[src/sv/tdtf_pkg.sv]
`timescale 1ns / 1ps
`default_nettype none
// ----------------------------------------------------------------------------
// TCP decision tree filter package
// Shared types and decision codes of the packet header classifier.
// ----------------------------------------------------------------------------
package tdtf_pkg;

   localparam int unsigned LEN_W   = 16;
   localparam int unsigned WORDS_W = 4;

   // Decision codes carried on the drop field.
   localparam logic DECISION_ACCEPT = 1'b0;
   localparam logic DECISION_DROP   = 1'b1;

   // Header fields of one request.
   typedef struct packed {
      logic               is_tcp;
      logic [LEN_W-1:0]   ip_total_length;
      logic [WORDS_W-1:0] ip_header_words;
      logic [LEN_W-1:0]   ip_ident;
      logic               dont_fragment;
      logic [WORDS_W-1:0] tcp_offset_words;
      logic               flag_fin;
      logic               flag_syn;
      logic               flag_ack;
      logic [LEN_W-1:0]   source_port;
      logic [LEN_W-1:0]   window_size;
   } header_type;

endpackage
`default_nettype wire

[src/sv/tdtf_if.sv]
`timescale 1ns / 1ps
`default_nettype none
// ----------------------------------------------------------------------------
// TCP decision tree filter channels
// Valid/ready channels for header requests and drop decisions.
// ----------------------------------------------------------------------------
interface tdtf_req_if;
   logic                          valid;
   logic                          ready;
   logic                          is_tcp;
   logic [tdtf_pkg::LEN_W-1:0]    ip_total_length;
   logic [tdtf_pkg::WORDS_W-1:0]  ip_header_words;
   logic [tdtf_pkg::LEN_W-1:0]    ip_ident;
   logic                          dont_fragment;
   logic [tdtf_pkg::WORDS_W-1:0]  tcp_offset_words;
   logic                          flag_fin;
   logic                          flag_syn;
   logic                          flag_ack;
   logic [tdtf_pkg::LEN_W-1:0]    source_port;
   logic [tdtf_pkg::LEN_W-1:0]    window_size;

   modport source (
      output valid, is_tcp, ip_total_length, ip_header_words, ip_ident, dont_fragment,
             tcp_offset_words, flag_fin, flag_syn, flag_ack, source_port, window_size,
      input  ready
   );
   modport sink (
      input  valid, is_tcp, ip_total_length, ip_header_words, ip_ident, dont_fragment,
             tcp_offset_words, flag_fin, flag_syn, flag_ack, source_port, window_size,
      output ready
   );
endinterface

interface tdtf_rsp_if;
   logic valid;
   logic ready;
   logic drop;

   modport source (output valid, drop, input ready);
   modport sink (input valid, drop, output ready);
endinterface
`default_nettype wire

[src/sv/tdtf_classify.sv]
`timescale 1ns / 1ps
`default_nettype none
// ----------------------------------------------------------------------------
// TCP decision tree filter classifier
// Fixed tree of threshold compares on one registered header.
// ----------------------------------------------------------------------------
module tdtf_classify (
   input  wire tdtf_pkg::header_type hdr,
   output logic                      drop
);

   logic [tdtf_pkg::LEN_W-1:0] tl;
   logic [tdtf_pkg::LEN_W-1:0] id;
   logic [tdtf_pkg::LEN_W-1:0] sp;
   logic [tdtf_pkg::LEN_W-1:0] win;
   logic [tdtf_pkg::LEN_W-1:0] pay;
   logic [tdtf_pkg::WORDS_W+1:0] doff4;
   logic df;
   logic fin;
   logic syn;
   logic ack;

   assign tl    = hdr.ip_total_length;
   assign id    = hdr.ip_ident;
   assign sp    = hdr.source_port;
   assign win   = hdr.window_size;
   assign df    = hdr.dont_fragment;
   assign fin   = hdr.flag_fin;
   assign syn   = hdr.flag_syn;
   assign ack   = hdr.flag_ack;
   assign doff4 = {hdr.tcp_offset_words, 2'b00};

   // Payload length wraps modulo 2^16 when the headers claim more than the total.
   assign pay = tl - {{(tdtf_pkg::LEN_W-tdtf_pkg::WORDS_W-2){1'b0}}, hdr.ip_header_words, 2'b00}
                   - {{(tdtf_pkg::LEN_W-tdtf_pkg::WORDS_W-2){1'b0}}, doff4};

   always_comb begin
      drop = tdtf_pkg::DECISION_ACCEPT;
      if (!hdr.is_tcp) begin
         drop = tdtf_pkg::DECISION_ACCEPT;
      end else if (tl >= 16'd65) begin
         drop = tdtf_pkg::DECISION_ACCEPT;
      end else if (fin) begin
         if (win < 16'd512)          drop = tdtf_pkg::DECISION_ACCEPT;
         else if (!ack)              drop = tdtf_pkg::DECISION_DROP;
         else if (id < 16'd19)       drop = tdtf_pkg::DECISION_ACCEPT;
         else if (win >= 16'd16498)  drop = tdtf_pkg::DECISION_ACCEPT;
         else if (win < 16'd1024)    drop = tdtf_pkg::DECISION_ACCEPT;
         else if (sp < 16'd3152)     drop = tdtf_pkg::DECISION_ACCEPT;
         else if (sp < 16'd39166)    drop = tdtf_pkg::DECISION_DROP;
         else if (tl < 16'd58)       drop = tdtf_pkg::DECISION_ACCEPT;
         else                        drop = tdtf_pkg::DECISION_DROP;
      end else if (doff4 >= 6'd42) begin
         if (win < 16'd15749)        drop = tdtf_pkg::DECISION_ACCEPT;
         else if (win < 16'd23789)   drop = tdtf_pkg::DECISION_DROP;
         else                        drop = tdtf_pkg::DECISION_ACCEPT;
      end else if (sp < 16'd43521) begin
         if (win < 16'd1201) begin
            if (!df) begin
               if (!syn) begin
                  if (win < 16'd506)       drop = tdtf_pkg::DECISION_ACCEPT;
                  else if (sp < 16'd944)   drop = tdtf_pkg::DECISION_ACCEPT;
                  else                     drop = tdtf_pkg::DECISION_DROP;
               end else if (sp >= 16'd40073) begin
                  drop = tdtf_pkg::DECISION_ACCEPT;
               end else if (sp < 16'd3409) begin
                  drop = (win < 16'd768) ? tdtf_pkg::DECISION_DROP
                                         : tdtf_pkg::DECISION_ACCEPT;
               end else begin
                  drop = (sp < 16'd40058) ? tdtf_pkg::DECISION_ACCEPT
                                          : tdtf_pkg::DECISION_DROP;
               end
            end else if (id < 16'd33) begin
               if (sp < 16'd28708) begin
                  if (sp < 16'd2006)       drop = tdtf_pkg::DECISION_ACCEPT;
                  else if (sp < 16'd4166)  drop = tdtf_pkg::DECISION_DROP;
                  else                     drop = tdtf_pkg::DECISION_ACCEPT;
               end else begin
                  drop = (sp < 16'd33785) ? tdtf_pkg::DECISION_DROP
                                          : tdtf_pkg::DECISION_ACCEPT;
               end
            end else if (ack) begin
               drop = tdtf_pkg::DECISION_ACCEPT;
            end else if (sp >= 16'd23) begin
               drop = tdtf_pkg::DECISION_ACCEPT;
            end else begin
               drop = (id < 16'd47896) ? tdtf_pkg::DECISION_DROP
                                       : tdtf_pkg::DECISION_ACCEPT;
            end
         end else if (win < 16'd64240) begin
            if (pay < 16'd19) begin
               if (id < 16'd50800)       drop = tdtf_pkg::DECISION_ACCEPT;
               else if (id < 16'd50818)  drop = tdtf_pkg::DECISION_DROP;
               else                      drop = tdtf_pkg::DECISION_ACCEPT;
            end else begin
               drop = (sp < 16'd16552) ? tdtf_pkg::DECISION_ACCEPT
                                       : tdtf_pkg::DECISION_DROP;
            end
         end else if (sp < 16'd32746) begin
            drop = tdtf_pkg::DECISION_ACCEPT;
         end else if (win < 16'd64293) begin
            drop = (tl < 16'd56) ? tdtf_pkg::DECISION_ACCEPT : tdtf_pkg::DECISION_DROP;
         end else if (sp < 16'd33613) begin
            drop = (sp < 16'd33313) ? tdtf_pkg::DECISION_ACCEPT : tdtf_pkg::DECISION_DROP;
         end else begin
            drop = (sp < 16'd41889) ? tdtf_pkg::DECISION_ACCEPT : tdtf_pkg::DECISION_DROP;
         end
      end else if (sp < 16'd62217) begin
         if (win < 16'd64233) begin
            if (win < 16'd1) begin
               if (sp >= 16'd61992)      drop = tdtf_pkg::DECISION_DROP;
               else if (sp < 16'd55780)  drop = tdtf_pkg::DECISION_ACCEPT;
               else if (sp < 16'd55799)  drop = tdtf_pkg::DECISION_DROP;
               else                      drop = tdtf_pkg::DECISION_ACCEPT;
            end else if (pay < 16'd18) begin
               drop = tdtf_pkg::DECISION_ACCEPT;
            end else begin
               drop = (win < 16'd16528) ? tdtf_pkg::DECISION_ACCEPT
                                        : tdtf_pkg::DECISION_DROP;
            end
         end else if (tl < 16'd59) begin
            if (sp >= 16'd51418)      drop = tdtf_pkg::DECISION_ACCEPT;
            else if (sp < 16'd49003)  drop = tdtf_pkg::DECISION_ACCEPT;
            else if (id < 16'd54161)  drop = tdtf_pkg::DECISION_ACCEPT;
            else                      drop = tdtf_pkg::DECISION_DROP;
         end else begin
            drop = (win < 16'd64520) ? tdtf_pkg::DECISION_DROP : tdtf_pkg::DECISION_ACCEPT;
         end
      end else if (win < 16'd1025) begin
         if (!df) begin
            if (sp < 16'd62237)       drop = tdtf_pkg::DECISION_DROP;
            else if (!ack)            drop = tdtf_pkg::DECISION_ACCEPT;
            else if (win < 16'd769)   drop = tdtf_pkg::DECISION_ACCEPT;
            else                      drop = tdtf_pkg::DECISION_DROP;
         end else if (ack) begin
            drop = tdtf_pkg::DECISION_ACCEPT;
         end else begin
            drop = (sp < 16'd62330) ? tdtf_pkg::DECISION_DROP : tdtf_pkg::DECISION_ACCEPT;
         end
      end else if (pay < 16'd18) begin
         if (id < 16'd46559)       drop = tdtf_pkg::DECISION_ACCEPT;
         else if (id < 16'd46771)  drop = tdtf_pkg::DECISION_DROP;
         else                      drop = tdtf_pkg::DECISION_ACCEPT;
      end else begin
         drop = tdtf_pkg::DECISION_DROP;
      end
   end

endmodule
`default_nettype wire

[src/sv/tcp_decision_tree_filter.sv]
`timescale 1ns / 1ps
`default_nettype none
// ----------------------------------------------------------------------------
// TCP decision tree filter
// Classifies each TCP/IPv4 header request as accept or drop.
// Each accepted request passes the input register, the tree and the result
//   register in that order; a stall on the result side holds it in place.
// Throughput: one request per cycle while the result side keeps taking results.
// Reset clears both valid flags; the header and result registers are not reset.
// ----------------------------------------------------------------------------
module tcp_decision_tree_filter (
   input  wire         clock,
   input  wire         reset,
   tdtf_req_if.sink    req_chan,
   tdtf_rsp_if.source  rsp_chan
);

   tdtf_pkg::header_type hdr_ff;
   tdtf_pkg::header_type hdr_in;
   logic                 hdr_valid_ff;
   logic                 rsp_valid_ff;
   logic                 drop_ff;
   logic                 drop_in;
   logic                 rsp_open;
   logic                 hdr_open;

   // Each stage moves whenever the stage after it is empty or draining.
   assign rsp_open       = !rsp_valid_ff || rsp_chan.ready;
   assign hdr_open       = !hdr_valid_ff || rsp_open;
   assign req_chan.ready = hdr_open;

   assign hdr_in = '{
      is_tcp:           req_chan.is_tcp,
      ip_total_length:  req_chan.ip_total_length,
      ip_header_words:  req_chan.ip_header_words,
      ip_ident:         req_chan.ip_ident,
      dont_fragment:    req_chan.dont_fragment,
      tcp_offset_words: req_chan.tcp_offset_words,
      flag_fin:         req_chan.flag_fin,
      flag_syn:         req_chan.flag_syn,
      flag_ack:         req_chan.flag_ack,
      source_port:      req_chan.source_port,
      window_size:      req_chan.window_size
   };

   tdtf_classify u_classify (
      .hdr  (hdr_ff),
      .drop (drop_in)
   );

   always_ff @(posedge clock) begin
      if (reset) begin
         hdr_valid_ff <= 1'b0;
         rsp_valid_ff <= 1'b0;
      end else begin
         if (hdr_open) begin
            hdr_valid_ff <= req_chan.valid;
         end
         if (rsp_open) begin
            rsp_valid_ff <= hdr_valid_ff;
         end
      end
   end

   always_ff @(posedge clock) begin
      if (hdr_open && req_chan.valid) begin
         hdr_ff <= hdr_in;
      end
      if (rsp_open && hdr_valid_ff) begin
         drop_ff <= drop_in;
      end
   end

   assign rsp_chan.valid = rsp_valid_ff;
   assign rsp_chan.drop  = drop_ff;

endmodule
`default_nettype wire
[src/flat_wrapper.sv]
// flat-port wrapper written by rule: the top's interface ports become plain ports
module tcp_decision_tree_filter_flat 
  (clock, reset, req_chan_valid, req_chan_is_tcp, req_chan_ip_total_length, req_chan_ip_header_words, req_chan_ip_ident, req_chan_dont_fragment, req_chan_tcp_offset_words, req_chan_flag_fin, req_chan_flag_syn, req_chan_flag_ack, req_chan_source_port, req_chan_window_size, req_chan_ready, rsp_chan_valid, rsp_chan_drop, rsp_chan_ready);
  tdtf_req_if req_chan_i ();
  tdtf_rsp_if rsp_chan_i ();
  input  wire clock;
  input  wire reset;
  input wire logic [$bits(req_chan_i.valid)-1:0] req_chan_valid;
  input wire logic [$bits(req_chan_i.is_tcp)-1:0] req_chan_is_tcp;
  input wire logic [$bits(req_chan_i.ip_total_length)-1:0] req_chan_ip_total_length;
  input wire logic [$bits(req_chan_i.ip_header_words)-1:0] req_chan_ip_header_words;
  input wire logic [$bits(req_chan_i.ip_ident)-1:0] req_chan_ip_ident;
  input wire logic [$bits(req_chan_i.dont_fragment)-1:0] req_chan_dont_fragment;
  input wire logic [$bits(req_chan_i.tcp_offset_words)-1:0] req_chan_tcp_offset_words;
  input wire logic [$bits(req_chan_i.flag_fin)-1:0] req_chan_flag_fin;
  input wire logic [$bits(req_chan_i.flag_syn)-1:0] req_chan_flag_syn;
  input wire logic [$bits(req_chan_i.flag_ack)-1:0] req_chan_flag_ack;
  input wire logic [$bits(req_chan_i.source_port)-1:0] req_chan_source_port;
  input wire logic [$bits(req_chan_i.window_size)-1:0] req_chan_window_size;
  output wire logic [$bits(req_chan_i.ready)-1:0] req_chan_ready;
  output wire logic [$bits(rsp_chan_i.valid)-1:0] rsp_chan_valid;
  output wire logic [$bits(rsp_chan_i.drop)-1:0] rsp_chan_drop;
  input wire logic [$bits(rsp_chan_i.ready)-1:0] rsp_chan_ready;
  assign req_chan_i.valid = req_chan_valid;
  assign req_chan_i.is_tcp = req_chan_is_tcp;
  assign req_chan_i.ip_total_length = req_chan_ip_total_length;
  assign req_chan_i.ip_header_words = req_chan_ip_header_words;
  assign req_chan_i.ip_ident = req_chan_ip_ident;
  assign req_chan_i.dont_fragment = req_chan_dont_fragment;
  assign req_chan_i.tcp_offset_words = req_chan_tcp_offset_words;
  assign req_chan_i.flag_fin = req_chan_flag_fin;
  assign req_chan_i.flag_syn = req_chan_flag_syn;
  assign req_chan_i.flag_ack = req_chan_flag_ack;
  assign req_chan_i.source_port = req_chan_source_port;
  assign req_chan_i.window_size = req_chan_window_size;
  assign req_chan_ready = req_chan_i.ready;
  assign rsp_chan_valid = rsp_chan_i.valid;
  assign rsp_chan_drop = rsp_chan_i.drop;
  assign rsp_chan_i.ready = rsp_chan_ready;
  tcp_decision_tree_filter u_core (.clock(clock), .reset(reset), .req_chan(req_chan_i), .rsp_chan(rsp_chan_i));
endmodule
[config.mk]
export PLATFORM = sky130hd
export DESIGN_NAME = tcp_decision_tree_filter_flat
export DESIGN_NICKNAME = d
export VERILOG_FILES = /design/src/sv/tdtf_pkg.sv /design/src/sv/tdtf_if.sv /design/src/sv/tdtf_classify.sv /design/src/sv/tcp_decision_tree_filter.sv /design/src/flat_wrapper.sv
export SDC_FILE = /design/constraint.sdc
export NUM_CORES = 1
export LEC_CHECK = 0
export ABC_AREA = 1
export ABC_CLOCK_PERIOD_IN_PS = 3700
export CAP_MARGIN = 25
export CORE_MARGIN = 4
export CORE_UTILIZATION = 56
export CTS_CLUSTER_SIZE = 8
export DETAILED_ROUTE_END_ITERATION = 16
export DONT_BUFFER_PORTS = 1
export GPL_ROUTABILITY_DRIVEN = 0
export GPL_TIMING_DRIVEN = 0
export PLACE_DENSITY = 0.74
export SYNTH_ARGS = -nofsm -noshare
export SYNTH_HDL_FRONTEND = slang
export SYNTH_HIERARCHICAL = 1
export SYNTH_SLANG_ARGS = --single-unit
[constraint.sdc]
create_clock -name clock -period 3.7 [get_ports clock]
set_input_delay 0.37 -clock clock [delete_from_list [all_inputs] [get_ports clock]]
set_output_delay 0.37 -clock clock [all_outputs]
set_load 0.01 [all_outputs]
---- After elaboration in Yosys (flattened, before gate mapping) ----
Cells that the tools add are included.
storage, ports and cells
  flip-flop bits (word level) ............. 80
  bits of input ports ..................... 81
  output and inout port bits .............. 3
  word-level logic and storage cells ...... 144
operators by class
  $add $sub $neg .......................... 2
  magnitude comparators ................... 56
  muxes and demuxes ....................... 64
  bitwise gates (word level) .............. 1
  reductions and logical operators ........ 7
operators by type and width
  operator                                                                  count
  16-bit < comparator (second input constant)                               23
  16-bit by 15-bit < comparator with 1-bit output (second input constant)   5
  16-bit by 10-bit < comparator with 1-bit output (second input constant)   4
  16-bit by 11-bit < comparator with 1-bit output (second input constant)   4
  16-bit by 6-bit < comparator with 1-bit output (second input constant)    4
  1-bit two-way mux                                                         64
  16-bit >= comparator (second input constant)                              3
  16-bit by 5-bit < comparator with 1-bit output (second input constant)    3
  16-bit by 12-bit < comparator with 1-bit output (second input constant)   2
  16-bit by 6-bit subtractor with 16-bit output                             2
  16-bit by 15-bit >= comparator with 1-bit output (second input constant)  1
  16-bit by 5-bit >= comparator with 1-bit output (second input constant)   1
  16-bit by 7-bit >= comparator with 1-bit output (second input constant)   1
  16-bit by 1-bit < comparator with 1-bit output (second input constant)    1
  16-bit by 13-bit < comparator with 1-bit output (second input constant)   1
  16-bit by 14-bit < comparator with 1-bit output (second input constant)   1
  16-bit by 9-bit < comparator with 1-bit output (second input constant)    1
  6-bit >= comparator (second input constant)                               1
  1-bit logical AND                                                         2
  1-bit zero test                                                           2
  1-bit logical OR                                                          2
  2-bit OR reduction                                                        1
  1-bit NOT                                                                 1

---- Logic depth before layout (Yosys ltp) ----
  depth after elaboration ................. 10
  depth in mapped cells ................... 22
  mapped depth without buffers ............ 22

---- Hierarchy ----
The synthesis kept the hierarchy.
modules (own cells, without submodules)
  module                    times used  cells an instance  area each (µm²)  seq. area each (µm²)
  tdtf_classify             1           524                2492.4           0.0
  tcp_decision_tree_filter  1           90                 2433.6           2382.3

---- Least setup slack after synthesis ----
No wires, ideal clock.
  path kind ............................... register to register
  start point ............................. reg u_core/hdr_ff[64] in the netlist's numbering
  end point ............................... reg u_core.drop_ff (netlist: u_core/rsp_chan.drop), data pin
  setup time .............................. 0.253 ns
  data arrival time ....................... 2.310 ns
  data required time ...................... 3.447 ns
  setup slack ............................. 1.136 ns
  stages on the path, launching flop included .. 19
  path buffers ............................ 0
  clock period less this slack ............ 2.564 ns
  cell sequence ........................... edfxtp_1 -> fa_1 -> ha_1 -> nand2_1 -> nand3_1 -> nand2_1 -> nand3_1 -> nand2_1 -> nand3_1 -> nor2_1 -> nand3_1 -> inv_1 -> nand2_1 -> nand2_1 -> nand2_1 -> nand2_1 -> nand2_1 -> nand2_1 -> a21oi_2
between the ends
  cells in the longest elaborated chain, start to end .. 10
  elaborated cells on any way between the ends .. 33
  classes of those cells .................. add/sub (2); order compare (6); mux (24); reduce/logical (1)
RTL lines
  item                                                                                                                    line                                                             RTL
  from (decl)                                                                                                             tcp_decision_tree_filter.sv:18                                   tdtf_pkg::header_type hdr_ff;
  from (signal assigned)                                                                                                  tcp_decision_tree_filter.sv:67                                   hdr_ff <= hdr_in;
  16-bit by 6-bit subtractor with 16-bit output / 16-bit by 6-bit < comparator with 1-bit output (equally long branches)  tdtf_classify.sv:34, tdtf_classify.sv:51
  16-bit by 6-bit subtractor with 16-bit output / 1-bit two-way mux (equally long branches)                               tdtf_classify.sv:35, tdtf_classify.sv:51
  16-bit by 5-bit < comparator with 1-bit output / 1-bit two-way mux (equally long branches)                              tdtf_classify.sv:115, tdtf_classify.sv:140, tdtf_classify.sv:50
  1-bit two-way mux, on equally long branches                                                                             tdtf_classify.sv:115, tdtf_classify.sv:49
  1-bit two-way mux, on equally long branches                                                                             tdtf_classify.sv:110, tdtf_classify.sv:48
  1-bit two-way mux, on equally long branches                                                                             tdtf_classify.sv:109, tdtf_classify.sv:47
  1-bit two-way mux, on equally long branches                                                                             tdtf_classify.sv:108, tdtf_classify.sv:46
  1-bit two-way mux, on equally long branches                                                                             tdtf_classify.sv:57, tdtf_classify.sv:45
  1-bit two-way mux, on equally long branches                                                                             tdtf_classify.sv:53, tdtf_classify.sv:44
  1-bit two-way mux                                                                                                       tdtf_classify.sv:43                                              end else if (fin) begin
  to (signal assigned)                                                                                                    tcp_decision_tree_filter.sv:70                                   drop_ff <= drop_in;
  to (decl)                                                                                                               tcp_decision_tree_filter.sv:22                                   logic drop_ff;
Several ways; a longest one is shown, not always the timed one.
A chain may end at the register's enable or synchronous reset.

---- Worst setup path after layout ----
  start point ............................. reg u_core/hdr_ff[36] in the netlist's numbering
  end point ............................... reg u_core.drop_ff (netlist: u_core/rsp_chan.drop), data pin
between the ends
  cells in the longest elaborated chain, start to end .. 9
  elaborated cells on any way between the ends .. 16
  classes of those cells .................. add/sub (1); order compare (3); mux (12)
RTL lines
  item                                            line                                        RTL
  16-bit by 6-bit subtractor with 16-bit output   tdtf_classify.sv:35                         - {{(tdtf_pkg::LEN_W-tdtf_pkg::WORDS_W-2){1'b0}}, doff4};
  16-bit by 5-bit < comparator with 1-bit output  tdtf_classify.sv:115, tdtf_classify.sv:140
  1-bit two-way mux                               tdtf_classify.sv:115                        end else if (pay < 16'd18) begin
  1-bit two-way mux                               tdtf_classify.sv:110                        if (win < 16'd1) begin
  1-bit two-way mux                               tdtf_classify.sv:109                        if (win < 16'd64233) begin
  1-bit two-way mux                               tdtf_classify.sv:108                        end else if (sp < 16'd62217) begin
  1-bit two-way mux                               tdtf_classify.sv:57                         end else if (sp < 16'd43521) begin
  1-bit two-way mux (*)                           tdtf_classify.sv:53                         end else if (doff4 >= 6'd42) begin
  1-bit two-way mux (*)                           tdtf_classify.sv:43
Every way passes the cells marked *; elsewhere a longest branch is shown, timed or not.

==> run_results.csv <==
group,metric,value,unit
timing,rsz0062_at_grt,"false",
cts,post_cts_resized,0,
synth,synth.cells.most_frequent,"nand2_1, inv_1, edfxtp_1",
power,p_comb_frac,0.147,
routing,drc,0,
cts,clkSinkCount,80,
routing,routed_wl,11040,microns
min_path,hold_class,"input pin to flip-flop",
flow_run,max-cap-violations,0,
synth,synthDistinctLibCells,43,
place,port_buffers,0,
cts,clock_tree.buffer_depth,2,
layout,area_growth,6.376,%
synth,yosysSeqAreaShare,0.4836,
cts,cts_tree,"done",
routing,dr_total_vias,4191,
timing,min_period_over_period,0.8241,
timing,slew_headroom,0.3877,
grt,overflow,0,
layout,nets,714,
power,ir_drop,304.3,uV
timing,hold_viol,0,
cts,ctsHoldBuffers,0,
power,p_leak,2.239,nW
critical_path,crit_fanout,4,
place,pre_cts_ws,0.6626,ns
synth,syn_inst,614,
synth,synth.avg_cell_area,8.023,sq um
routing,avgViaCountPerCell,5.702,
routing,firstDrtPassIters,6,
timing,slew_violations,0,
critical_path,worstPathArrival,3.16,ns
synth,ys_async_sr_fraction,0,
floorplan,die_area,0.01036,sq mm
critical_path,required,3.81,ns
timing,fin_crit,3.049,ns
power,power.switching,0.5861,mW
synth,synth_area_leaders,"edfxtp_1, nand2_1, inv_1",
synth,synth_top_area_share,0.4755,
grt,grt_first_pass_wirelength,17800,microns
timing,setup-violations-final,0,
routing,wl_per_cell,15.03,microns
routing,drtAntennaViolNets,0,
power,p_int,1.404,mW
cts,clk_pin_slew_worst_paths,0.08,ns
critical_path,end_kind,"flip-flop",
grt,antenna_found_initial,1,
timing,skew,0.006995,ns
synth,syn_nets,703,
floorplan,initial_utilization,0.5877,
floorplan,die_x,101.8,microns
power,p_seq_frac,0.553,
timing,setup_tns,0,ns
timing,fin_ws,0.6510,ns
cts,cts_setup_buffers,0,
timing,tightest_slew,0.9185,ns
cts,cts_buffers,9,
layout,diodes,0,
run_status,outcome,"finished clean",
synth,yosysWarnings,6,
cts,cts_max_level,3,
power,p_sw_frac,0.2946,
synth,ys.flop_type,"edfxtp_1",
floorplan,chipHeight,101.8,microns
timing,max_freq,328.0,MHz
synth,synthesis.area,0.004926,sq mm
routing,drt_iter0_drc,261,
grt,grt_usage,0.2223,
critical_path,path_class,"flip-flop to flip-flop",
synth,synth_edf_count,78,
place,dp_hpwl,8610,microns
layout,drive_gt1_frac,0.09048,
power,clkPwrFrac,0.299,
synth,ys_seq_elements,80,
power,power.density,379.7,mW/mm^2
critical_path,startpoint_type,"flip-flop",
synth,synth_top_cell_by_area,"edfxtp_1",
floorplan,rows,33,
floorplan,core_area,0.008382,sq mm
floorplan,io_pins,84,
grt,grt_pass1_vias,3868,
cts,clockRootBuffer,"clkbuf_8",
cts,clock_latency,0.36,ns
grt,grt_max_degree,78,
synth,synth_most_common_cell,"nand2_1",
## flip-flops by register name, indices dropped and copies added, names as in the netlist
name and cells:
u_core/hdr_ff 77, u_core/rsp_chan.valid 1, u_core/hdr_valid_ff 1, u_core/rsp_chan.drop 1
## worst max-delay path, cell delays in order, from the launching register on
cell and delay (ns):
edfxtp_1 0.36, inv_1 0.07, fa_1 0.48, ha_1 0.35
inv_1 0.07, nand2_1 0.10, nand3_1 0.10, nand2_1 0.08
nand2_1 0.09, nand2_1 0.06, nand2_1 0.05, nand3_1 0.06
nor2_1 0.23, nand3_1 0.21, nand2_1 0.10, nand2_1 0.05
nand2_1 0.06, nand2_1 0.05, nand2_1 0.07, nand2_1 0.05
nand2_1 0.09, a21oi_2 0.06
## power groups by stage
stage | clock (mW) | combinational (mW) | sequential [mW]
finish | 0.595 | 0.293 | 1.10
global route | 0.653 | 0.335 | 1.11
CTS | 0.614 | 0.289 | 1.10
detailed placement | 0 | 0.287 | 1.12
global placement | 0 | 0.277 | 1.12
floorplan | 0 | 0.232 | 1.11
## kinds of logic after synthesis
kind of cell / Yosys count / share of synthesized area
AO/OA/AOI/OAI: 79 / 0.09703
XOR/XNOR: 1 / 0.001778
adder cells (fa/ha/maj): 8 / 0.02642
buffers and inverters: 109 / 0.08483
flip-flops: 80 / 0.4836
AND/OR/NAND/NOR: 337 / 0.3063
## stage by stage
step	area [sq um]	total power [mW]	hold WS (ns)	util	cells
3_3_place_gp	5057	1.400	0.4337	0.6034	719
5_1_grt	5240	2.098	0.04208	0.6252	735
2_1_floorplan	4926	1.343	0.4324	-	614
3_5_place_dp	5060	1.409	0.4344	0.6037	719
6_report	5240	1.990	0.06668	0.6252	735
4_1_cts	5240	2.004	0.04832	0.6252	735
## cell type report
| class | count | area, sq um |
|---|---|---|
| flip-flops and latches | 80 | 2382 |
| fillers | 686 | 3142 |
| inverters | 107 | 405.4 |
| well taps | 105 | 131.4 |
| plain buffers | 2 | 15.01 |
| clock inverters | 6 | 52.55 |
| multi-input cells | 425 | 2126 |
| clock buffers | 10 | 127.6 |
## layout by cell type (no fill, tap or decap), drive strengths merged
master    count
nor4          6
or3b          1
o41ai         2
clkbuf       10
a41oi         1
nand3b        1
edfxtp       78
nor3         19
o211ai        3
dfxtp         2
inv         107
a21o          1
ha            4
nand4        15
nand2       162
a2111oi       1
clkinv        4
or2           2
a21oi        34
o21ai        17
nand3        50
nor2         80
o31ai         5
a31oi         7
fa            4
a211oi        1
and3          1
clkinvlp      2
buf           2
o21bai        4
o32ai         1
o22ai         1
xnor2         1
o2111ai       1
## routing by layer
metal,part of all wire,global-route usage
met4,0.033,0.08487
met1,0.41,0.2678
met2,0.47,0.3672
met3,0.080,0.07782
met5,0.0011,0
## final timing paths
check                                                       from                            endpoint  slack [ns]  depth (start not counted)
worst max-delay path                 u_core/hdr_ff[36]$_DFFE_PP_      u_core/rsp_chan.drop$_DFFE_PP_        0.65                         21
worst min-delay path                                       reset    u_core/hdr_valid_ff$_SDFFE_PP0P_        0.07                          1
worst max register to register       u_core/hdr_ff[36]$_DFFE_PP_      u_core/rsp_chan.drop$_DFFE_PP_        0.65                         21
worst min register to register  u_core/hdr_valid_ff$_SDFFE_PP0P_  u_core/rsp_chan.valid$_SDFFE_PP0P_        0.49                          2
No activity file was read; power rests on OpenSTA's default activity.
